===== src/rtl/srml_pkg.sv =====
package srml_pkg;

  localparam int unsigned CAPACITY = 60;
  localparam int unsigned ItemW = 32;
  localparam int unsigned CountW = 6;
  localparam int unsigned ModeW = 2;

  typedef enum logic [ModeW-1:0] {
    MODE_MARK  = 2'd0,
    MODE_QUERY = 2'd1,
    MODE_CLEAR = 2'd2,
    MODE_RESET = 2'd3
  } mode_e;

  typedef struct packed {
    logic              valid;
    logic [ItemW-1:0]  entry;
    logic              goes;
  } link_t;

  typedef struct packed {
    logic shift;
    logic clear;
  } cell_ctl_t;

endpackage


===== src/rtl/srml_cell.sv =====
module srml_cell (
  input  logic                       clk_i,
  input  logic                       rst_ni,
  input  logic signed [31:0]         item_i,
  input  srml_pkg::cell_ctl_t        ctl_i,
  input  srml_pkg::link_t            prev_i,
  output srml_pkg::link_t            link_o,
  output logic                       eq_o,
  output logic                       gt_o
);
  import srml_pkg::*;

  logic              valid_q;
  logic [ItemW-1:0]  entry_q;
  logic              gt;

  assign gt     = valid_q && (item_i > $signed(entry_q));
  assign eq_o   = valid_q && (item_i == $signed(entry_q));
  assign gt_o   = gt;
  assign link_o = '{valid: valid_q, entry: entry_q, goes: (!valid_q || gt)};

  always_ff @(posedge clk_i or negedge rst_ni) begin
    if (!rst_ni) begin
      valid_q <= 1'b0;
    end else if (ctl_i.clear) begin
      valid_q <= 1'b0;
    end else if (ctl_i.shift) begin
      if (prev_i.goes) begin
        valid_q <= prev_i.valid;
      end else if (link_o.goes) begin
        valid_q <= 1'b1;
      end
    end
  end

  always_ff @(posedge clk_i) begin
    if (ctl_i.shift) begin
      if (prev_i.goes) begin
        entry_q <= prev_i.entry;
      end else if (link_o.goes) begin
        entry_q <= item_i;
      end
    end
  end

endmodule


===== config.mk =====
export PLATFORM = sky130hd
export DESIGN_NAME = srml_cell
export DESIGN_NICKNAME = d
export VERILOG_FILES = /design/src/rtl/srml_pkg.sv /design/src/rtl/srml_cell.sv
export SDC_FILE = /design/constraint.sdc
export NUM_CORES = 1
export LEC_CHECK = 0
export BUFFER_PORTS_ARGS = -buffer_cell sky130_fd_sc_hd__clkbuf_2
export CAP_MARGIN = 40
export CELL_PAD_IN_SITES_DETAIL_PLACEMENT = 1
export CELL_PAD_IN_SITES_GLOBAL_PLACEMENT = 1
export CORE_UTILIZATION = 35
export CTS_CLUSTER_SIZE = 30
export DETAILED_ROUTE_END_ITERATION = 6
export HOLD_SLACK_MARGIN = 0.1
export PLACE_DENSITY = 0.78
export SLEW_MARGIN = 40
export SYNTH_ARGS = -nofsm -noshare
export SYNTH_HDL_FRONTEND = slang
export SYNTH_SLANG_ARGS = --single-unit

===== constraint.sdc =====
create_clock -name clk_i -period 3.8 [get_ports clk_i]
set_clock_uncertainty 0.1 [all_clocks]
set_input_delay 0.57 -clock clk_i [delete_from_list [all_inputs] [get_ports clk_i]]
set_output_delay 0.57 -clock clk_i [all_outputs]
set_load 0.005 [all_outputs]

==> summary.md, run 1 <==
| Metric | Value |
|---|---|
| Transition at the pin with the smallest max-transition slack | `589 ps` |
| Part of the Yosys area used for sequential elements | `44.3%` |
| Routed wire length per instance | `14.8 um` |
| Terminus of the critical flop-to-flop path | `entry_q[19]$_DFFE_PP_` |
| CTS tree | `done` |
| Core Footprint | `6030 um2` |
| Number of I/O port buffers | `105` |
| I/O pins | `106` |
| Clock-pin slew on the worst setup and hold paths | `70 ps` |
| Final Hold Viols | `0` |
| R2R depth | `10` |
| Max-cap check violation count | `0` |
| Worst Setup Slack, final | `501 ps` |
| Number of detailed-routing iterations run before antenna repair | `4` |
| Area post-placement | `2850 um2` |
| H-tree Lvls | `2` |
| Count of yosys warnings during synthesis | `0` |
| Path type of the worst setup path | `reg2out` |
| Source of the worst register-to-register timing path | `entry_q[25]$_DFFE_PP_` |
| Cell taking the most area after synthesis | `edfxtp_1` |
| Final critical-path required period | `3300 ps` |
| Startpoint types | `flop` |
| Worst skew pair latency | `280 ps` |
| Top library cells by usage in the layout, fill and taps aside | `clkbuf_2, inv_1, ha_1, edfxtp_1, mux2_2` |
| Number of distinct library cells after synthesis | `28` |
| Global-route total usage across every layer | `18.7%` |
| Total clock buffers created by CTS | `5` |
| Hold Path End | `valid_q$_DFFE_PN0P_` |
| DRT antenna net count | `0` |
| Minimum setup slack after placement | `497 ps` |
| F_max | `303 MHz` |
| Share of cells above drive strength 1 | `48.2%` |
| Gate count after technology mapping | `193` |
| Avg Inst Size Synth | `11.5 um2` |
| Max Fanout on Critical Path | `3` |
| Data required time of the worst path | `3130 ps` |
| Antenna violations before repair | `0` |
| Final total negative setup slack | `0 ps` |
| Net count reported at finish | `406` |
| Leading post-synthesis cells by cell area | `edfxtp_1, ha_1, mux2_2` |
| Number of antenna repair diodes | `0` |
| Die footprint | `6680 um2` |
| DRC Markers | `0` |
| Final Instance Area | `2950 um2` |
| Final non-filler cell total | `380` |
| Run status | `finished, final reports clean` |
| Arrival time worst endpoint | `2630 ps` |
| IR Drop Worst-Case VDD | `0.000223 V` |
| Most frequent standard cell in the layout excluding fill and tap cells | `clkbuf_2` |
| Vias per cell | `4.94` |
| Row Count | `28` |
| Starting DRC count in detailed routing | `20` |
| Clock root cell | `clkbuf_8` |
| Initial Util | `36.9%` |
| Post-synthesis to final-layout area growth | `32.3%` |
| Min-Delay Path Depth | `2` |
| Share of the synthesized area in the top cell type | `43.2%` |
| Placed cells | `371` |
| Number of global-route vias before repair | `2,103` |
| Final estimated routing congestion in global placement | `0.736` |
| Worst hold path class | `in2reg` |
| Post-cts gate resize count | `0` |
| Horizontal extent of the die | `81.7 um` |
| Final setup violating endpoints | `0` |
| Detailed-route wire length | `5.61 mm` |
| Hold path startpoint | `ctl_i[0]` |
| R2r setup slk | `860 ps` |
| Leakage power | `1.51 nW` |
| Wire length of the first global-routing pass | `9.31 mm` |
| Area of the mapped netlist | `2230 um2` |
| Maximum clock insertion buffer count | `2` |
| Pin count of the biggest net entering global routing | `22` |
| Leftover overflow at the end of global routing | `0` |
| Worst-case headroom to the max-slew limit | `60.4%` |
| Share of the clock period used by the worst path | `86.8%` |
| Power Dens Cells | `372 nW/um2` |
| Worst setup EP type | `primary output` |
| Via count | `1,877` |
| Clk sinks | `33` |
| Mapped Nets | `295` |
| Synthesized flop and latch total | `33` |
| Setup repair after global routing missed its margin | `false` |
| Total half-perimeter wirelength after legalization and detailed placement | `4.74 mm` |
| Final Max Slew Viols | `0` |
| Vert. Die Dim | `81.7 um` |
| Core occupancy in the finished layout | `48.9%` |
==> state kept, by name, summed over array words and instances (netlist names) <==
name	cells
entry_q	32
valid_q	1
==> per-stage QoR <==
stage / total power [mW] / hold WS (ps)
finish: 1.10 / 335
global route: 1.18 / 331
CTS: 1.12 / 329
detailed placement: 0.832 / 250
global placement: 0.812 / 246
floorplan: 0.677 / 174
==> kinds of logic (layout without fill, tap and decap cells) <==
kind of cell / after synthesis / in the layout / share of synthesized area (%)
buffers and inverters: 39 / 151 / 6.75
multiplexers: 31 / 31 / 15.7
AND/OR/NAND/NOR: 28 / 28 / 6.30
AO/OA/AOI/OAI: 29 / 29 / 8.60
XOR/XNOR: 1 / 1 / 0.394
adder cells (fa/ha/maj): 32 / 32 / 18.0
flip-flops: 33 / 33 / 44.3
==> cell type report <==
class	count	area [um2]
fillers	718	3080
multi-input cells	121	1090
flip-flops and latches	33	986
repair buffers	109	558
inverters	34	128
well taps	75	93.8
clock buffers	8	90.1
==> worst max-delay path by stage <==
stage	slack, ps	to	from
5_1_grt	260	gt_o	entry_q[27]$_DFFE_PP_
4_1_cts	470	gt_o	entry_q[25]$_DFFE_PP_
3_3_place_gp	610	gt_o	item_i[14]
3_5_place_dp	500	gt_o	item_i[25]
2_1_floorplan	440	entry_q[0]$_DFFE_PP_	item_i[25]
6_report	500	gt_o	entry_q[25]$_DFFE_PP_
==> metal layers <==
| metal | vias to the layer above | global-route usage [%] | share of wire, % |
|---|---|---|---|
| met4 | 0 | 8.42 | 2.2 |
| met5 | - | 0 | 0 |
| met3 | 11 | 2.44 | 3.8 |
| li1 | 920 | - | - |
| met1 | 888 | 21.1 | 41 |
| met2 | 58 | 34.5 | 53 |
==> timing repair <==
action	4_1_cts	5_1_grt
setup buffers	0	0
hold buffers	1	0
endpoints found under the hold margin	1	0
==> cell usage after synthesis <==
master	n
a211o_1	1
a21o_1	4
a21o_2	1
a21oi_1	10
a21oi_2	1
a221o_1	2
a221oi_1	2
a31o_1	1
and2_0	1
and3_1	1
and4_1	3
buf_4	1
clkbuf_1	4
dfrtp_1	1
edfxtp_1	32
ha_1	32
inv_1	34
mux2_2	31
nand2_1	10
nand3_1	4
nand4_1	3
nor2_1	5
nor4_1	1
o21a_1	1
o21ai_0	3
o21ai_1	2
o22ai_1	1
xor2_1	1
==> power breakdown <==
part           total, mW  switching, mW  internal [mW]
registers          0.492         0.0247          0.467
clock network      0.280          0.132          0.148
logic              0.325          0.167          0.158
==> worst max-delay path: stages, from the launching register on <==
cell and delay, ps:
edfxtp_1 390, inv_1 70, ha_1 230, a21o_1 180
a221o_1 310, a221oi_1 310, o21ai_1 120, a21oi_2 130
xor2_1 270, and3_1 210, clkbuf_2 110
Power figures use the tool's default switching activity.
==> run 2, diff against run 1 <==
--- a/config.mk
+++ b/config.mk
@@ -9,11 +9,12 @@
 export CAP_MARGIN = 40
 export CELL_PAD_IN_SITES_DETAIL_PLACEMENT = 1
 export CELL_PAD_IN_SITES_GLOBAL_PLACEMENT = 1
-export CORE_UTILIZATION = 35
+export CORE_ASPECT_RATIO = 1.4
+export CORE_UTILIZATION = 31
 export CTS_CLUSTER_SIZE = 30
 export DETAILED_ROUTE_END_ITERATION = 6
 export HOLD_SLACK_MARGIN = 0.1
-export PLACE_DENSITY = 0.78
+export PLACE_DENSITY = 0.73
 export SLEW_MARGIN = 40
 export SYNTH_ARGS = -nofsm -noshare
 export SYNTH_HDL_FRONTEND = slang
==> constraint.sdc (replaced) <==
create_clock -name clk_i -period 2.7 [get_ports clk_i]
set_clock_uncertainty 0.1 [all_clocks]
set_input_delay 0.405 -clock clk_i [delete_from_list [all_inputs] [get_ports clk_i]]
set_output_delay 0.405 -clock clk_i [all_outputs]
set_load 0.005 [all_outputs]
==> run 2 against run 1 <==
The flow now finishes with violations (setup timing). Critical path depth unchanged. Via count up 9.1%. Clock-buffer cell count down 1. Cell count up 14%. Wire length up 13%. Sequential share of layout area down 4.7 points. Design area up 16%. Power up 62%. Worst hold slack worse by 170 ps.
==> summary.md, run 2 (synthesized netlist as in run 1, its figures left out) <==
| Metric | Value |
|---|---|
| Run status | `finished with violations` |
| Violated checks | `setup timing` |
| Core occupancy in the finished layout | `49.4% (+0.53 points)` |
| Net count reported at finish | `439 (+8.1%)` |
| Clock-pin slew on the worst setup and hold paths | `80 ps (about the same)` |
| Top library cells by usage in the layout, fill and taps aside | `clkbuf_2, edfxtp_1, mux2_2` |
| Maximum clock insertion buffer count | `2 (unchanged)` |
| Vias per cell | `4.73 (-4.2%)` |
| Wire length of the first global-routing pass | `9.67 mm (+3.8%)` |
| Antenna violations before repair | `0 (unchanged)` |
| Share of the clock period used by the worst path | `113%` |
| Max Fanout on Critical Path | `3 (unchanged)` |
| Final Hold Viols | `0 (unchanged)` |
| DRT antenna net count | `0 (unchanged)` |
| Max-cap check violation count | `0 (unchanged)` |
| Worst setup EP type | `primary output` |
| Leftover overflow at the end of global routing | `0 (unchanged)` |
| Via count | `2,048 (+9.1%)` |
| Number of detailed-routing iterations run before antenna repair | `3 (-1)` |
| Worst-case headroom to the max-slew limit | `66.3% (+5.9 points)` |
| DRC Markers | `0 (unchanged)` |
| Number of antenna repair diodes | `0 (unchanged)` |
| Data required time of the worst path | `2190 ps (-940 ps)` |
| Setup repair after global routing missed its margin | `true` |
| Clk sinks | `33 (unchanged)` |
| Worst hold path class | `in2reg` |
| Routed wire length per instance | `14.7 um (-0.45%)` |
| I/O pins | `106 (unchanged)` |
| Initial Util | `32.1% (-4.9 points)` |
| Total clock buffers created by CTS | `5 (unchanged)` |
| Worst Setup Slack, final | `-340 ps (-842 ps)` |
| Filler instances | `822 (+14%)` |
| Final critical-path required period | `3040 ps` |
| Final estimated routing congestion in global placement | `0.762 (+3.5%)` |
| Clock root cell | `clkbuf_8` |
| Number of global-route vias before repair | `2,116 (+0.62%)` |
| Transition at the pin with the smallest max-transition slack | `506 ps (-82.9 ps)` |
| Largest register FFs | `32 (unchanged)` |
| Post-synthesis to final-layout area growth | `54.0%` |
| Startpoint types | `flop` |
| H-tree Lvls | `2 (unchanged)` |
| Die footprint | `7530 um2 (+13%)` |
| Path type of the worst setup path | `reg2out` |
| Register containing the most flip-flops in the final layout | `entry_q` |
| Number of I/O port buffers | `105 (unchanged)` |
| Row Count | `36 (+29%)` |
| Horizontal extent of the die | `73.6 um (-9.9%)` |
| Pin count of the biggest net entering global routing | `21 (-4.5%)` |
| Worst skew pair latency | `280 ps (about the same)` |
| Leakage power | `1.71 nW (+13%)` |
| Largest registers | `entry_q x32, valid_q x1` |
| Core Footprint | `6940 um2 (+15%)` |
| Arrival time worst endpoint | `2540 ps (-90 ps)` |
| Global-route total usage across every layer | `17.0% (-1.7 points)` |
| Final total negative setup slack | `-6020 ps (-6020 ps)` |
| F_max | `329 MHz` |
| Detailed-route wire length | `6.37 mm (+13%)` |
| Vert. Die Dim | `102 um (+25%)` |
| Most frequent standard cell in the layout excluding fill and tap cells | `clkbuf_2` |
| Total half-perimeter wirelength after legalization and detailed placement | `4.59 mm (-3.1%)` |
| CTS tree | `done` |
| Final setup violating endpoints | `34 (+34)` |
| IR Drop Worst-Case VDD | `0.000274 V (+22%)` |
| Final Max Slew Viols | `0 (unchanged)` |
| Power Dens Cells | `517 nW/um2 (+39%)` |
| Power Total | `1.77 mW (+62%)` |
| Share of cells above drive strength 1 | `60.7% (+12 points)` |
| Starting DRC count in detailed routing | `36 (+80%)` |
## run 2: path summary, 6_finish.rpt
check	startpoint	end	slack, ps	depth (start not counted)
worst min register to register	valid_q$_DFFE_PN0P_	valid_q$_DFFE_PN0P_	540	2
min in group asynchronous	rst_ni	valid_q$_DFFE_PN0P_	350	2
worst max register to register	entry_q[25]$_DFFE_PP_	entry_q[17]$_DFFE_PP_	-180	11
worst min-delay path	ctl_i[0]	valid_q$_DFFE_PN0P_	160	2
worst max-delay path	entry_q[25]$_DFFE_PP_	gt_o	-340	10
max in group asynchronous	rst_ni	valid_q$_DFFE_PN0P_	2050	2
## run 2: critical path, cell delays in order, from the launching register on
cell and delay (ps):
edfxtp_1 430, inv_2 90, ha_4 200, a21o_1 160, a221o_1 340, a221oi_2 250, o21ai_1 130, a21oi_2 170
xor2_2 210, and3_1 180, buf_2 100
## run 2: layout make-up
class | count | area (um2) | area share (%)
multi-input combinational | 121 | 1240 | 36.1
sequential | 33 | 986 | 28.8
timing repair buffer | 142 | 856 | 25.0
inverter | 34 | 128 | 3.72
tap | 95 | 119 | 3.47
clock buffer | 7 | 96.3 | 2.81
clock inverter | 1 | 5.00 | 0.146
## run 2: per-stage QoR
step / hold slack (ps) / instances / cell area [um2] / setup slack [ps]
global route: 165 / 433 / 3430 / -462
global placement: 88.9 / 410 / 3050 / -237
CTS: 153 / 428 / 3340 / -309
detailed placement: 88.8 / 410 / 3050 / -261
finish: 164 / 433 / 3430 / -340
floorplan: 9.41 / 193 / 2230 / 6.80
## run 2: what timing repair did
item / in CTS / in global routing
hold endpoints to repair: 1 / 0
gates resized for setup: 15 / 21
setup endpoints to repair: 35 / 35
buffers inserted: 6 / 9
pin swaps: 5 / 14
cloned: 3 / 0
hold buffers: 1 / 0
## run 2: report_power, final
part	switching (mW)	internal, mW
Combinational	0.298	0.360
Clock	0.187	0.231
Sequential	0.0390	0.658
## run 2: per-layer routing
layer	up-vias	track usage, %	wire [um]
li1	985	-	-
met1	986	19.7	2460
met2	69	31.2	3490
met3	8	3.55	337
met4	0	4.59	80
met5	-	0	0
==> run 3, diff against run 2 <==
--- a/config.mk
+++ b/config.mk
@@ -10,11 +10,12 @@
 export CELL_PAD_IN_SITES_DETAIL_PLACEMENT = 1
 export CELL_PAD_IN_SITES_GLOBAL_PLACEMENT = 1
 export CORE_ASPECT_RATIO = 1.4
-export CORE_UTILIZATION = 31
+export CORE_UTILIZATION = 32
+export CTS_BUF_LIST = sky130_fd_sc_hd__clkbuf_8
 export CTS_CLUSTER_SIZE = 30
 export DETAILED_ROUTE_END_ITERATION = 6
 export HOLD_SLACK_MARGIN = 0.1
-export PLACE_DENSITY = 0.73
+export PLACE_DENSITY = 0.75
 export SLEW_MARGIN = 40
 export SYNTH_ARGS = -nofsm -noshare
 export SYNTH_HDL_FRONTEND = slang
==> run 3 against run 2 <==
Worst hold slack better by 0.61 ps. Design area up 1.2%. Critical endpoint unchanged. The run still ends with setup timing left. Largest power group unchanged. Global-route usage down 0.27 points.
==> summary.md, run 3 (synthesized netlist as in run 1, its figures left out) <==
| Metric | Value |
|---|---|
| Final setup violating endpoints | `34 (unchanged)` |
| Cell occurring most often along the worst timing path | `a21oi_2` |
| Number of detailed-routing iterations run before antenna repair | `4 (+1)` |
| Leakage power | `1.72 nW (+0.55%)` |
| Power Dens Cells | `533 nW/um2 (+3.0%)` |
| Max Fanout on Critical Path | `3 (unchanged)` |
| Worst path slowest cell | `edfxtp_1` |
| Antenna violations before repair | `0 (unchanged)` |
| Wire length of the first global-routing pass | `9.22 mm (-4.6%)` |
| Share of the clock period used by the worst path | `110% (-2.7 points)` |
| Register containing the most flip-flops in the final layout | `entry_q` |
| Transition at the pin with the smallest max-transition slack | `434 ps (-71.6 ps)` |
| Final total negative setup slack | `-3000 ps (+3020 ps)` |
| Run status | `finished with violations` |
| Via count | `2,010 (-1.9%)` |
| Final Hold Viols | `0 (unchanged)` |
| Uppermost routed layer | `met4` |
| Buffers and inverters on the worst path | `2 (unchanged)` |
| Startpoint types | `flop` |
| I/O pins | `106 (unchanged)` |
| Initial Util | `33.4% (+1.4 points)` |
| Cell type group with the largest total delay on the critical path | `compound AO/OA/AOI/OAI gates` |
| Clk sinks | `33 (unchanged)` |
| Routed wire length per instance | `14.5 um (-1.6%)` |
| Final critical-path required period | `2970 ps (-72.6 ps)` |
| Starting DRC count in detailed routing | `39 (+8.3%)` |
| Largest register FFs | `32 (unchanged)` |
| Area post-placement | `3010 um2 (-1.3%)` |
| Clock-pin slew on the worst setup and hold paths | `70 ps (about the same)` |
| Final Max Slew Viols | `0 (unchanged)` |
| Number of antenna repair diodes | `0 (unchanged)` |
| Filler instances | `791 (-3.8%)` |
| Max incr delay on CP | `400 ps (-30 ps)` |
| Most frequent standard cell in the layout excluding fill and tap cells | `clkbuf_2` |
| DRT antenna net count | `0 (unchanged)` |
| Net count reported at finish | `436 (-0.68%)` |
| Share of cells above drive strength 1 | `59.4% (-1.2 points)` |
| DRC Markers | `0 (unchanged)` |
| Die footprint | `7300 um2 (-3.1%)` |
| CTS tree | `done` |
| Vias per cell | `4.71 (-0.48%)` |
| Post-synthesis to final-layout area growth | `55.8%` |
| Data required time of the worst path | `2190 ps (about the same)` |
| Max-cap check violation count | `0 (unchanged)` |
| Row Count | `35 (-2.8%)` |
| Worst hold path class | `in2reg` |
| Final estimated routing congestion in global placement | `0.749 (-1.7%)` |
| Top library cells by usage in the layout, fill and taps aside | `clkbuf_2, inv_1, edfxtp_1` |
| Detailed-route wire length | `6.18 mm (-3.0%)` |
| Pin count of the biggest net entering global routing | `20 (-4.8%)` |
| F_max | `337 MHz (+2.4%)` |
| Worst-case headroom to the max-slew limit | `71.1% (+4.8 points)` |
| Met2 layer wire length in the routed design | `3.48 mm (-0.11%)` |
| Routed length on met3 | `328 um (-2.7%)` |
| Cell chain of the critical path | `inv_1 > ha_4 > a21oi_2 > nand2_1 > a221o_1 > a211o_1 > a21oi_2 > xor2_2 > and3_1 > buf_2` |
| Vert. Die Dim | `101 um (-1.5%)` |
| Met1 routed wirelength after detailed routing | `2.32 mm (-5.9%)` |
| Horizontal extent of the die | `72.5 um (-1.5%)` |
| Core Footprint | `6660 um2 (-4.0%)` |
| Leftover overflow at the end of global routing | `0 (unchanged)` |
| Total clock buffers created by CTS | `5 (unchanged)` |
| H-tree Lvls | `2 (unchanged)` |
| IR Drop Worst-Case VDD | `0.000227 V (-17%)` |
| Global-route total usage across every layer | `16.7% (-0.27 points)` |
| Path type of the worst setup path | `reg2out` |
| Number of I/O port buffers | `105 (unchanged)` |
| Worst setup EP type | `primary output` |
| Setup repair after global routing missed its margin | `true` |
| Arrival time worst endpoint | `2460 ps (-80 ps)` |
| Worst Setup Slack, final | `-268 ps (+72.6 ps)` |
| Final Instance Area | `3470 um2 (+1.2%)` |
| Worst skew pair latency | `280 ps (about the same)` |
| Violated checks | `setup timing` |
| Total half-perimeter wirelength after legalization and detailed placement | `4.68 mm (+1.9%)` |
| Largest registers | `entry_q x32, valid_q x1` |
| Number of global-route vias before repair | `2,066 (-2.4%)` |
| Maximum clock insertion buffer count | `2 (unchanged)` |
| Clock root cell | `clkbuf_8` |
==> run 3: changes by cell type in the layout (fill, tap and decap cells not counted), sizes merged <==
cell and delta:
buf -3, inv +1, clkbuf -1, clkinv -1, bufinv +1
==> run 3: where the power goes <==
group | internal (mW) | switching [mW] | total (mW)
logic | 0.373 | 0.294 | 0.667
clock network | 0.297 | 0.190 | 0.488
registers | 0.657 | 0.0370 | 0.694
==> run 3: cell type report <==
class                   instances  area (um2)  area share [%]
multi-input cells             121        1260            36.2
flip-flops and latches         33         986            28.4
repair buffers                139         866            25.0
inverters                      34         128            3.68
well taps                      92         115            3.32
clock buffers                   6        82.6            2.38
clock inverters                 2        33.8           0.974
==> run 3: path summary, 6_finish.rpt <==
| kind | start | end | slack (ps) | depth (start not counted) |
|---|---|---|---|---|
| max | entry_q[14]$_DFFE_PP_ | gt_o | -270 | 10 |
| min | ctl_i[0] | valid_q$_DFFE_PN0P_ | 160 | 2 |
| max reg2reg | entry_q[14]$_DFFE_PP_ | entry_q[11]$_DFFE_PP_ | -140 | 12 |
| min reg2reg | valid_q$_DFFE_PN0P_ | valid_q$_DFFE_PN0P_ | 500 | 2 |
| max in group asynchronous | rst_ni | valid_q$_DFFE_PN0P_ | 2050 | 2 |
| min in group asynchronous | rst_ni | valid_q$_DFFE_PN0P_ | 360 | 2 |
==> run 3: layer usage <==
metal | global-route usage [%] | vias to the layer above
li1 | - | 983
met1 | 17.5 | 958
met2 | 32.7 | 64
met3 | 4.20 | 5
met4 | 3.62 | 0
met5 | 0 | -
==> run 3: through the flow <==
| stage | instances | total power [mW] | setup WS (ps) | hold WS [ps] | utilization (%) |
|---|---|---|---|---|---|
| global placement | 404 | 1.21 | -196 | 81.0 | 45.2 |
| detailed placement | 404 | 1.23 | -225 | 83.2 | 45.2 |
| finish | 427 | 1.85 | -268 | 165 | 52.1 |
| global route | 427 | 1.97 | -387 | 152 | 52.1 |
| CTS | 419 | 1.81 | -325 | 156 | 49.3 |
| floorplan | 193 | 0.955 | 6.80 | 9.41 | - |
==> run 3: worst register-to-register path: stages, from the launching register on <==
cell      delay [ps]
edfxtp_1         400
inv_1            110
ha_4             210
a21oi_2          110
nand2_1           70
a221o_1          370
a211o_1          250
a21oi_2          180
xor2_2           190
buf_4            140
a31o_4           190
buf_12           130
buf_16           120
==> run 3: repair_timing <==
action,in CTS,in global routing
hold buffers,1,0
gates cloned,2,0
hold endpoints to repair,1,0
pin swaps,9,12
setup endpoints to repair,34,35
setup buffers,4,8
resized for setup,11,21
